--- config.mk ---
export PLATFORM = sky130hd
export DESIGN_NAME = vaq_unorm
export DESIGN_NICKNAME = d
export VERILOG_FILES = /design/src/sv/vaq_pkg.sv /design/src/sv/vaq_fsub.sv /design/src/sv/vaq_fmul.sv /design/src/sv/vaq_unorm.sv
export SDC_FILE = /design/constraint.sdc
export NUM_CORES = 2
export LEC_CHECK = 0
export BUFFER_PORTS_ARGS = -buffer_cell sky130_fd_sc_hd__buf_4
export CORE_MARGIN = 10
export CORE_UTILIZATION = 50
export CTS_CLUSTER_DIAMETER = 120
export DETAILED_ROUTE_END_ITERATION = 12
export PLACE_DENSITY = 0.66
export REMOVE_ABC_BUFFERS = 1
export SYNTH_ARGS = -nofsm -noshare
export SYNTH_HDL_FRONTEND = slang
export SYNTH_HIERARCHICAL = 1
export SYNTH_SLANG_ARGS = --single-unit
--- constraint.sdc ---
create_clock -name clk_i -period 17.42 [get_ports clk_i]
set_input_delay 3.484 -clock clk_i [delete_from_list [all_inputs] [get_ports clk_i]]
set_output_delay 3.484 -clock clk_i [all_outputs]
set_load 0.01 [all_outputs]
--- src/sv/vaq_pkg.sv ---
`timescale 1ns / 1ps
// ----------------------------------------------------------------------------
// vaq_pkg
// Shared types, constants and float32 helpers of the vertex attribute
// quantizer.
// ----------------------------------------------------------------------------
package vaq_pkg;

  // Configuration register indexes.
  typedef enum logic [2:0] {
    CFG_MASK      = 3'd0,
    CFG_MIN_X     = 3'd1,
    CFG_MIN_Y     = 3'd2,
    CFG_MIN_Z     = 3'd3,
    CFG_INV_X     = 3'd4,
    CFG_INV_Y     = 3'd5,
    CFG_INV_Z     = 3'd6
  } cfg_reg_e;

  // Bits of the component mask.
  localparam int unsigned MASK_POS = 0;
  localparam int unsigned MASK_NRM = 1;
  localparam int unsigned MASK_UV0 = 2;
  localparam int unsigned MASK_UV1 = 3;
  localparam int unsigned MASK_TAN = 4;

  localparam logic [31:0] FP_ONE   = 32'h3F80_0000;
  localparam logic [31:0] FP_65535 = 32'h477F_FF00;
  localparam logic [31:0] FP_32767 = 32'h46FF_FE00;
  localparam logic [31:0] FP_QNAN  = 32'h7FC0_0000;
  localparam logic [30:0] FP_INF   = 31'h7F80_0000;

  // Pipeline depths of the arithmetic units.
  localparam int unsigned FSUB_LAT  = 4;
  localparam int unsigned FMUL_LAT  = 4;
  localparam int unsigned UNORM_LAT = FSUB_LAT + 2 * FMUL_LAT + 2;
  localparam int unsigned SNORM_LAT = FMUL_LAT + 1;

  // Operand class carried next to the datapath.
  typedef struct packed {
    logic nan;
    logic inf;
    logic zero;
    logic sign;
  } fp_cls_t;

  function automatic logic is_nan(input logic [31:0] f);
    return (f[30:23] == 8'hFF) && (f[22:0] != 23'd0);
  endfunction

  function automatic logic is_inf(input logic [31:0] f);
    return (f[30:23] == 8'hFF) && (f[22:0] == 23'd0);
  endfunction

  function automatic logic is_zero(input logic [31:0] f);
    return f[30:0] == 31'd0;
  endfunction

  // Leading zero count; an all-zero word gives 48.
  function automatic logic [5:0] lzc48(input logic [47:0] v);
    logic [5:0] n;
    logic       done;
    n    = 6'd48;
    done = 1'b0;
    for (int i = 47; i >= 0; i--) begin
      if (!done && v[i]) begin
        n    = 6'(47 - i);
        done = 1'b1;
      end
    end
    return n;
  endfunction

  // Magnitude of a float rounded half away from zero, saturated to 17 bits.
  function automatic logic [16:0] round_mag(input logic [31:0] f);
    logic [7:0]  e;
    logic [23:0] m;
    logic [4:0]  k;
    logic [23:0] t;
    logic [24:0] r;
    e = f[30:23];
    m = {1'b1, f[22:0]};
    k = 5'd0;
    t = 24'd0;
    r = 25'd0;
    if (e < 8'd126) begin
      r = 25'd0;
    end else if (e >= 8'd143) begin
      r = 25'h1_FFFF;
    end else begin
      k = 5'(8'd149 - e);
      t = m >> k;
      r = (25'(t) + 25'd1) >> 1;
    end
    return r[16:0];
  endfunction

endpackage

--- src/sv/vaq_fsub.sv ---
`timescale 1ns / 1ps
// ----------------------------------------------------------------------------
// vaq_fsub
// Four-stage float32 subtractor y = a - b, round to nearest even, with
// subnormal support.
// ----------------------------------------------------------------------------
module vaq_fsub (
  input  logic        clk_i,
  input  logic        en_i,
  input  logic [31:0] a_i,
  input  logic [31:0] b_i,
  output logic [31:0] y_o
);

  // Stage 1: classify, order by magnitude.
  vaq_pkg::fp_cls_t s1_cls_d, s1_cls_q;
  logic             s1_sub_d, s1_sub_q;
  logic [7:0]       s1_e_d, s1_e_q, s1_dist_d, s1_dist_q;
  logic [23:0]      s1_mb_d, s1_mb_q, s1_ms_d, s1_ms_q;

  always_comb begin
    logic [31:0] bn;
    logic [7:0]  ea, eb;
    logic        a_big;
    bn    = {~b_i[31], b_i[30:0]};
    ea    = (a_i[30:23] == 8'd0) ? 8'd1 : a_i[30:23];
    eb    = (bn[30:23] == 8'd0) ? 8'd1 : bn[30:23];
    a_big = a_i[30:0] >= bn[30:0];
    s1_cls_d.nan  = vaq_pkg::is_nan(a_i) || vaq_pkg::is_nan(bn) ||
                    (vaq_pkg::is_inf(a_i) && vaq_pkg::is_inf(bn) && (a_i[31] != bn[31]));
    s1_cls_d.inf  = vaq_pkg::is_inf(a_i) || vaq_pkg::is_inf(bn);
    s1_cls_d.zero = vaq_pkg::is_zero(a_i) && vaq_pkg::is_zero(bn) && a_i[31] && bn[31];
    s1_cls_d.sign = a_big ? a_i[31] : bn[31];
    s1_sub_d  = a_i[31] != bn[31];
    s1_e_d    = a_big ? ea : eb;
    s1_dist_d = a_big ? (ea - eb) : (eb - ea);
    s1_mb_d   = a_big ? {a_i[30:23] != 8'd0, a_i[22:0]} : {bn[30:23] != 8'd0, bn[22:0]};
    s1_ms_d   = a_big ? {bn[30:23] != 8'd0, bn[22:0]} : {a_i[30:23] != 8'd0, a_i[22:0]};
  end

  always_ff @(posedge clk_i) begin
    if (en_i) begin
      s1_cls_q  <= s1_cls_d;
      s1_sub_q  <= s1_sub_d;
      s1_e_q    <= s1_e_d;
      s1_dist_q <= s1_dist_d;
      s1_mb_q   <= s1_mb_d;
      s1_ms_q   <= s1_ms_d;
    end
  end

  // Stage 2: align the smaller operand with guard, round and sticky bits.
  vaq_pkg::fp_cls_t s2_cls_q;
  logic [7:0]       s2_e_q;
  logic [27:0]      s2_r_d, s2_r_q;

  always_comb begin
    logic [26:0] ext, shd, al;
    logic        stk;
    ext = {s1_ms_q, 3'b000};
    shd = ext >> s1_dist_q;
    stk = |(ext & ~({27{1'b1}} << s1_dist_q));
    if (s1_dist_q >= 8'd27) begin
      al = {26'd0, |s1_ms_q};
    end else begin
      al = {shd[26:1], shd[0] | stk};
    end
    if (s1_sub_q) begin
      s2_r_d = {1'b0, s1_mb_q, 3'b000} - {1'b0, al};
    end else begin
      s2_r_d = {1'b0, s1_mb_q, 3'b000} + {1'b0, al};
    end
  end

  always_ff @(posedge clk_i) begin
    if (en_i) begin
      s2_cls_q <= s1_cls_q;
      s2_e_q   <= s1_e_q;
      s2_r_q   <= s2_r_d;
    end
  end

  // Stage 3: normalize, never below the smallest normal exponent.
  vaq_pkg::fp_cls_t s3_cls_q;
  logic [26:0]      s3_m_d, s3_m_q;
  logic [8:0]       s3_e_d, s3_e_q;
  logic             s3_z_d, s3_z_q;

  always_comb begin
    logic [5:0] lz;
    logic [7:0] lim, s;
    lz  = vaq_pkg::lzc48({s2_r_q[26:0], 21'd0});
    lim = s2_e_q - 8'd1;
    s   = ({2'b00, lz} > lim) ? lim : {2'b00, lz};
    s3_z_d = s2_r_q == 28'd0;
    if (s2_r_q[27]) begin
      s3_m_d = {s2_r_q[27:2], s2_r_q[1] | s2_r_q[0]};
      s3_e_d = {1'b0, s2_e_q} + 9'd1;
    end else begin
      s3_m_d = s2_r_q[26:0] << s;
      s3_e_d = {1'b0, s2_e_q} - {1'b0, s};
    end
  end

  always_ff @(posedge clk_i) begin
    if (en_i) begin
      s3_cls_q <= s2_cls_q;
    end
  end

  always_ff @(posedge clk_i) begin
    if (en_i) begin
      s3_m_q <= s3_m_d;
      s3_e_q <= s3_e_d;
      s3_z_q <= s3_z_d;
    end
  end

  // Stage 4: round to nearest even and pack.
  logic [31:0] y_d, y_q;

  always_comb begin
    logic [7:0]  ef;
    logic        rnd;
    logic [30:0] sum;
    rnd = s3_m_q[2] & (s3_m_q[1] | s3_m_q[0] | s3_m_q[3]);
    ef  = s3_m_q[26] ? s3_e_q[7:0] : 8'd0;
    sum = {ef, s3_m_q[25:3]} + 31'(rnd);
    if (s3_cls_q.nan) begin
      y_d = vaq_pkg::FP_QNAN;
    end else if (s3_cls_q.inf || (s3_e_q >= 9'd255)) begin
      y_d = {s3_cls_q.sign, vaq_pkg::FP_INF};
    end else if (s3_z_q) begin
      y_d = {s3_cls_q.zero, 31'd0};
    end else begin
      y_d = {s3_cls_q.sign, sum};
    end
  end

  always_ff @(posedge clk_i) begin
    if (en_i) begin
      y_q <= y_d;
    end
  end

  assign y_o = y_q;

endmodule

--- src/sv/vaq_fmul.sv ---
`timescale 1ns / 1ps
// ----------------------------------------------------------------------------
// vaq_fmul
// Four-stage float32 multiplier, round to nearest even, with subnormal
// support.
// ----------------------------------------------------------------------------
module vaq_fmul (
  input  logic        clk_i,
  input  logic        en_i,
  input  logic [31:0] a_i,
  input  logic [31:0] b_i,
  output logic [31:0] y_o
);

  // Stage 1: classify and multiply the significands.
  vaq_pkg::fp_cls_t   s1_cls_d, s1_cls_q;
  logic [47:0]        s1_p_d, s1_p_q;
  logic signed [10:0] s1_t_d, s1_t_q;

  always_comb begin
    logic [7:0] ea, eb;
    ea = (a_i[30:23] == 8'd0) ? 8'd1 : a_i[30:23];
    eb = (b_i[30:23] == 8'd0) ? 8'd1 : b_i[30:23];
    s1_cls_d.nan  = vaq_pkg::is_nan(a_i) || vaq_pkg::is_nan(b_i) ||
                    (vaq_pkg::is_inf(a_i) && vaq_pkg::is_zero(b_i)) ||
                    (vaq_pkg::is_inf(b_i) && vaq_pkg::is_zero(a_i));
    s1_cls_d.inf  = vaq_pkg::is_inf(a_i) || vaq_pkg::is_inf(b_i);
    s1_cls_d.zero = vaq_pkg::is_zero(a_i) || vaq_pkg::is_zero(b_i);
    s1_cls_d.sign = a_i[31] ^ b_i[31];
    s1_p_d = {a_i[30:23] != 8'd0, a_i[22:0]} * {b_i[30:23] != 8'd0, b_i[22:0]};
    s1_t_d = $signed({3'b000, ea}) + $signed({3'b000, eb}) - 11'sd126;
  end

  always_ff @(posedge clk_i) begin
    if (en_i) begin
      s1_cls_q <= s1_cls_d;
      s1_p_q   <= s1_p_d;
      s1_t_q   <= s1_t_d;
    end
  end

  // Stage 2: leading zero count and shift plan.
  vaq_pkg::fp_cls_t s2_cls_q;
  logic [47:0]      s2_p_q;
  logic             s2_left_d, s2_left_q;
  logic [5:0]       s2_sh_d, s2_sh_q;
  logic [8:0]       s2_e_d, s2_e_q;

  always_comb begin
    logic [5:0]         lz;
    logic signed [10:0] diff, rsh;
    lz   = vaq_pkg::lzc48(s1_p_q);
    diff = s1_t_q - $signed({5'd0, lz});
    rsh  = 11'sd1 - s1_t_q;
    if (diff >= 11'sd1) begin
      s2_left_d = 1'b1;
      s2_sh_d   = lz;
      s2_e_d    = diff[8:0];
    end else if (s1_t_q >= 11'sd1) begin
      s2_left_d = 1'b1;
      s2_sh_d   = s1_t_q[5:0] - 6'd1;
      s2_e_d    = 9'd0;
    end else begin
      s2_left_d = 1'b0;
      s2_sh_d   = (rsh > 11'sd48) ? 6'd48 : rsh[5:0];
      s2_e_d    = 9'd0;
    end
  end

  always_ff @(posedge clk_i) begin
    if (en_i) begin
      s2_cls_q  <= s1_cls_q;
      s2_p_q    <= s1_p_q;
      s2_left_q <= s2_left_d;
      s2_sh_q   <= s2_sh_d;
      s2_e_q    <= s2_e_d;
    end
  end

  // Stage 3: shift into place and collect guard and sticky.
  vaq_pkg::fp_cls_t s3_cls_q;
  logic [23:0]      s3_m_d, s3_m_q;
  logic             s3_g_d, s3_g_q, s3_st_d, s3_st_q;
  logic [8:0]       s3_e_q;

  always_comb begin
    logic [47:0] q;
    logic        lost;
    if (s2_left_q) begin
      q    = s2_p_q << s2_sh_q;
      lost = 1'b0;
    end else begin
      q    = s2_p_q >> s2_sh_q;
      lost = |(s2_p_q & ~({48{1'b1}} << s2_sh_q));
    end
    s3_m_d  = q[47:24];
    s3_g_d  = q[23];
    s3_st_d = (|q[22:0]) | lost;
  end

  always_ff @(posedge clk_i) begin
    if (en_i) begin
      s3_cls_q <= s2_cls_q;
      s3_m_q   <= s3_m_d;
      s3_g_q   <= s3_g_d;
      s3_st_q  <= s3_st_d;
      s3_e_q   <= s2_e_q;
    end
  end

  // Stage 4: round to nearest even and pack.
  logic [31:0] y_d, y_q;

  always_comb begin
    logic [7:0]  ef;
    logic        rnd;
    logic [30:0] sum;
    rnd = s3_g_q & (s3_st_q | s3_m_q[0]);
    ef  = s3_m_q[23] ? s3_e_q[7:0] : 8'd0;
    sum = {ef, s3_m_q[22:0]} + 31'(rnd);
    if (s3_cls_q.nan) begin
      y_d = vaq_pkg::FP_QNAN;
    end else if (s3_cls_q.inf) begin
      y_d = {s3_cls_q.sign, vaq_pkg::FP_INF};
    end else if (s3_cls_q.zero) begin
      y_d = {s3_cls_q.sign, 31'd0};
    end else if (s3_e_q >= 9'd255) begin
      y_d = {s3_cls_q.sign, vaq_pkg::FP_INF};
    end else begin
      y_d = {s3_cls_q.sign, sum};
    end
  end

  always_ff @(posedge clk_i) begin
    if (en_i) begin
      y_q <= y_d;
    end
  end

  assign y_o = y_q;

endmodule

--- src/sv/vaq_unorm.sv ---
`timescale 1ns / 1ps
// ----------------------------------------------------------------------------
// vaq_unorm
// Position axis quantizer: offset, scale, clamp to 0..1, scale by 65535 and
// round half away from zero to 16 bits.
// ----------------------------------------------------------------------------
module vaq_unorm (
  input  logic        clk_i,
  input  logic        en_i,
  input  logic [31:0] p_i,
  input  logic [31:0] min_i,
  input  logic [31:0] inv_i,
  output logic [15:0] q_o
);

  logic [31:0] diff, scaled, wide;
  logic [31:0] clamp_d, clamp_q;
  logic [15:0] q_d, q_q;

  vaq_fsub u_sub (
    .clk_i (clk_i),
    .en_i  (en_i),
    .a_i   (p_i),
    .b_i   (min_i),
    .y_o   (diff)
  );

  vaq_fmul u_scale (
    .clk_i (clk_i),
    .en_i  (en_i),
    .a_i   (diff),
    .b_i   (inv_i),
    .y_o   (scaled)
  );

  // NaN and negative values go to zero, anything above one to one.
  always_comb begin
    if (vaq_pkg::is_nan(scaled) || scaled[31]) begin
      clamp_d = 32'd0;
    end else if (scaled[30:0] > vaq_pkg::FP_ONE[30:0]) begin
      clamp_d = vaq_pkg::FP_ONE;
    end else begin
      clamp_d = scaled;
    end
  end

  always_ff @(posedge clk_i) begin
    if (en_i) begin
      clamp_q <= clamp_d;
    end
  end

  vaq_fmul u_range (
    .clk_i (clk_i),
    .en_i  (en_i),
    .a_i   (clamp_q),
    .b_i   (vaq_pkg::FP_65535),
    .y_o   (wide)
  );

  always_comb begin
    logic [16:0] mag;
    mag = vaq_pkg::round_mag(wide);
    q_d = (mag > 17'd65535) ? 16'hFFFF : mag[15:0];
  end

  always_ff @(posedge clk_i) begin
    if (en_i) begin
      q_q <= q_d;
    end
  end

  assign q_o = q_q;

endmodule

==> metrics.cfg <==
[status]
status = finished, final reports clean

[clock_network]
clock-sinks = 627
cts_hold_buf = 0
root_buffer = clkbuf_16
clk_latency_ns = 0.69
cts_resized = 0
clkTransAtPathRegs_ns = 0.06
clockBufferDepth = 3
postCtsSetupBuffers = 0
cts_tree = done
numCtsBuffers = 78
cts_htree_levels = 3

[global_routing]
top_usage_layer = met2
grt_first_pass_wirelength_mm = 392.1
grtUsageMet2_pct = 43.68
antenna_found_initial = 5
grt_pass1_vias = 68885
gr-usage-met3_pct = 4.760
grt_use_met1_pct = 33.72
grt_overflow = 0
grt_max_degree = 179
grt_util_all_layers_pct = 26.30

[worst_hold_path]
min_from = u_scale/s2_cls_q[0]$_DFFE_PP_
hold_class = reg -> reg
holdPathEnd = u_scale/s3_cls_q[0]$_DFFE_PP_
whs_path_depth = 0

[job]
drv_cap = 0

[worst_setup_path]
cp_slowest_cell = a2111oi_0
cp-end-kind = flop
required_ns = 17.84
critPathMaxStageDelay_ns = 0.84
path_cells = buf_4 -> nand2_1 -> fa_1 -> inv_1 -> fa_1 -> fa_1 -> fa_1 -> fa_1 -> fa_1 -> fa_1 -> ha_1 -> or3_1 -> a2111o_1 -> a41oi_1 -> o32ai_1 -> a2111oi_0 -> nor3_1 -> or3_1 -> nand4_1 -> o211ai_1
cp_max_fo = 25
path_class = in -> reg
rr_endpoint = u_range/s1_p_q[47]$_DFFE_PP_
r2r_start = clamp_q[8]$_SDFFCE_PP0P_
crit_arrival_ns = 10.88
path_common_cell = fa_1
critPathLaunchType = input port
startpoint = inv_i[6]
r2r_cells = 23
regToRegSetupSlack_ns = 8.87

[sta]
finClkSkew_ns = 0.03017
tns_ns = 0
final_max_slew_viol_count = 0
fin_hold_ws_ns = 0.4145
post-route-min-period_ns = 10.46
setup_slack_ns = 6.961
relSlewSlack_pct = 9.444
worst_pin_slew_ns = 1.358
setup_viol = 0
fmax_mhz = 95.61
fin_crit_sh_pct = 60.04
rsz0062_at_grt = no
hold_viol_final = 0

[die]
die-height_um = 433.0
die-area_um2 = 187500
core_area_um2 = 169500
initial_utilization_pct = 50.33
die_x_um = 433.0
rows = 151
ioPinCount = 114

[detailed_routing]
viasPerCell = 5.966
remaining_drc_errors = 0
routedWlPerCell_um = 21.98
drtPass1Iterations = 6
wirelength_mm = 250.4
drt_iter0_markers = 6229
vias = 67970
drtAntennaViolNets = 0

[yosys]
synth_cells = 9246
synthesis.yosys.warnings = 6
mappedNetlistArea_um2 = 85290
syn_area_per_cell_um2 = 9.225

[pwr]
powerDensity_nw_per_um2 = 200.1
peakVddDrop_v = 0.0003899
p_leak_nw = 39.53

[final_layout]
layout_commonest_cell = inv_1
area_growth_pct = 6.028
nNetsFinal = 10693
final_cell_mix = inv_1, nand2_1, fa_1, nor2_1, edfxtp_1
fin_util_pct = 53.36
drive_above_1_share_pct = 7.457

[placement]
dp_slack_ns = 6.369
dp_hpwl_mm = 191.6
io_buffers = 113
place.gp.congestion = 1.004

==> area by class of cell <==
| type | count | area (µm²) |
|---|---|---|
| clock buffer | 88 | 2032 |
| clock inverter | 54 | 604.3 |
| multi-input combinational | 6932 | 59830 |
| fill | 15289 | 79040 |
| antenna | 2 | 5.005 |
| timing repair buffer | 213 | 1632 |
| sequential | 627 | 18830 |
| tap | 2218 | 2775 |
| inverter | 1259 | 4730 |
==> state kept, by name (all words and copies together) (netlist names), 24 cells and up <==
name / cells
u_range/s1_p_q: 48
u_scale/y_o: 32
u_range/s2_p_q: 48
u_scale/s3_m_q: 24
u_sub/s2_r_q: 28
u_sub/s1_mb_q: 24
clamp_q: 31
u_sub/y_o: 32
u_sub/s1_ms_q: 24
u_range/y_o: 31
u_scale/s1_p_q: 48
u_range/s3_m_q: 24
u_scale/s2_p_q: 48
u_sub/s3_m_q: 27
==> stage by stage <==
stage                     power [mW]  cell area (µm²)  cells
after floorplan                12.38            83350   8818
after global placement         15.98            87790  11249
after detailed placement       16.13            87790  11249
after CTS                      17.90            90430  11391
after global routing           19.61            90430  11391
final                          18.10            90430  11393
==> per-layer routing <==
metal  vias up  part of all wire, %
li1      30699                    -
met1     33779                   40
met2      2837                   48
met3       651                  7.4
met4         4                  4.8
met5         -                0.014
==> how the worst max path moves through the flow <==
stage | slack [ns] | end | cells past startpoint
final | 6.96 | u_scale/s1_p_q[45]$_DFFE_PP_ | 20
after detailed placement | 6.37 | u_scale/s1_p_q[45]$_DFFE_PP_ | 20
after global placement | 6.43 | u_scale/s1_p_q[45]$_DFFE_PP_ | 23
after global routing | 6.77 | u_scale/s1_p_q[45]$_DFFE_PP_ | 24
after floorplan | 7.26 | u_scale/s1_p_q[45]$_DFFE_PP_ | 23
after CTS | 7.14 | u_scale/s1_p_q[45]$_DFFE_PP_ | 20
==> power breakdown <==
part           switching [mW]  leakage (nW)  internal (mW)  total [mW]
sequential              0.457          6.19           2.61        3.06
combinational            8.00          32.1           5.37        13.4
clock                   0.672          1.27          0.996        1.67
total                    9.13          39.5           8.97        18.1
==> worst max-delay path, delay by kind of cell <==
family,cells,cell delay [ns]
adders and majority gates,8,3.67
buffers and inverters,2,0.37
AOI/OAI and AO/OA,5,2.08
and+or+nand+nor,5,1.26
Power figures use the tool's default switching activity.
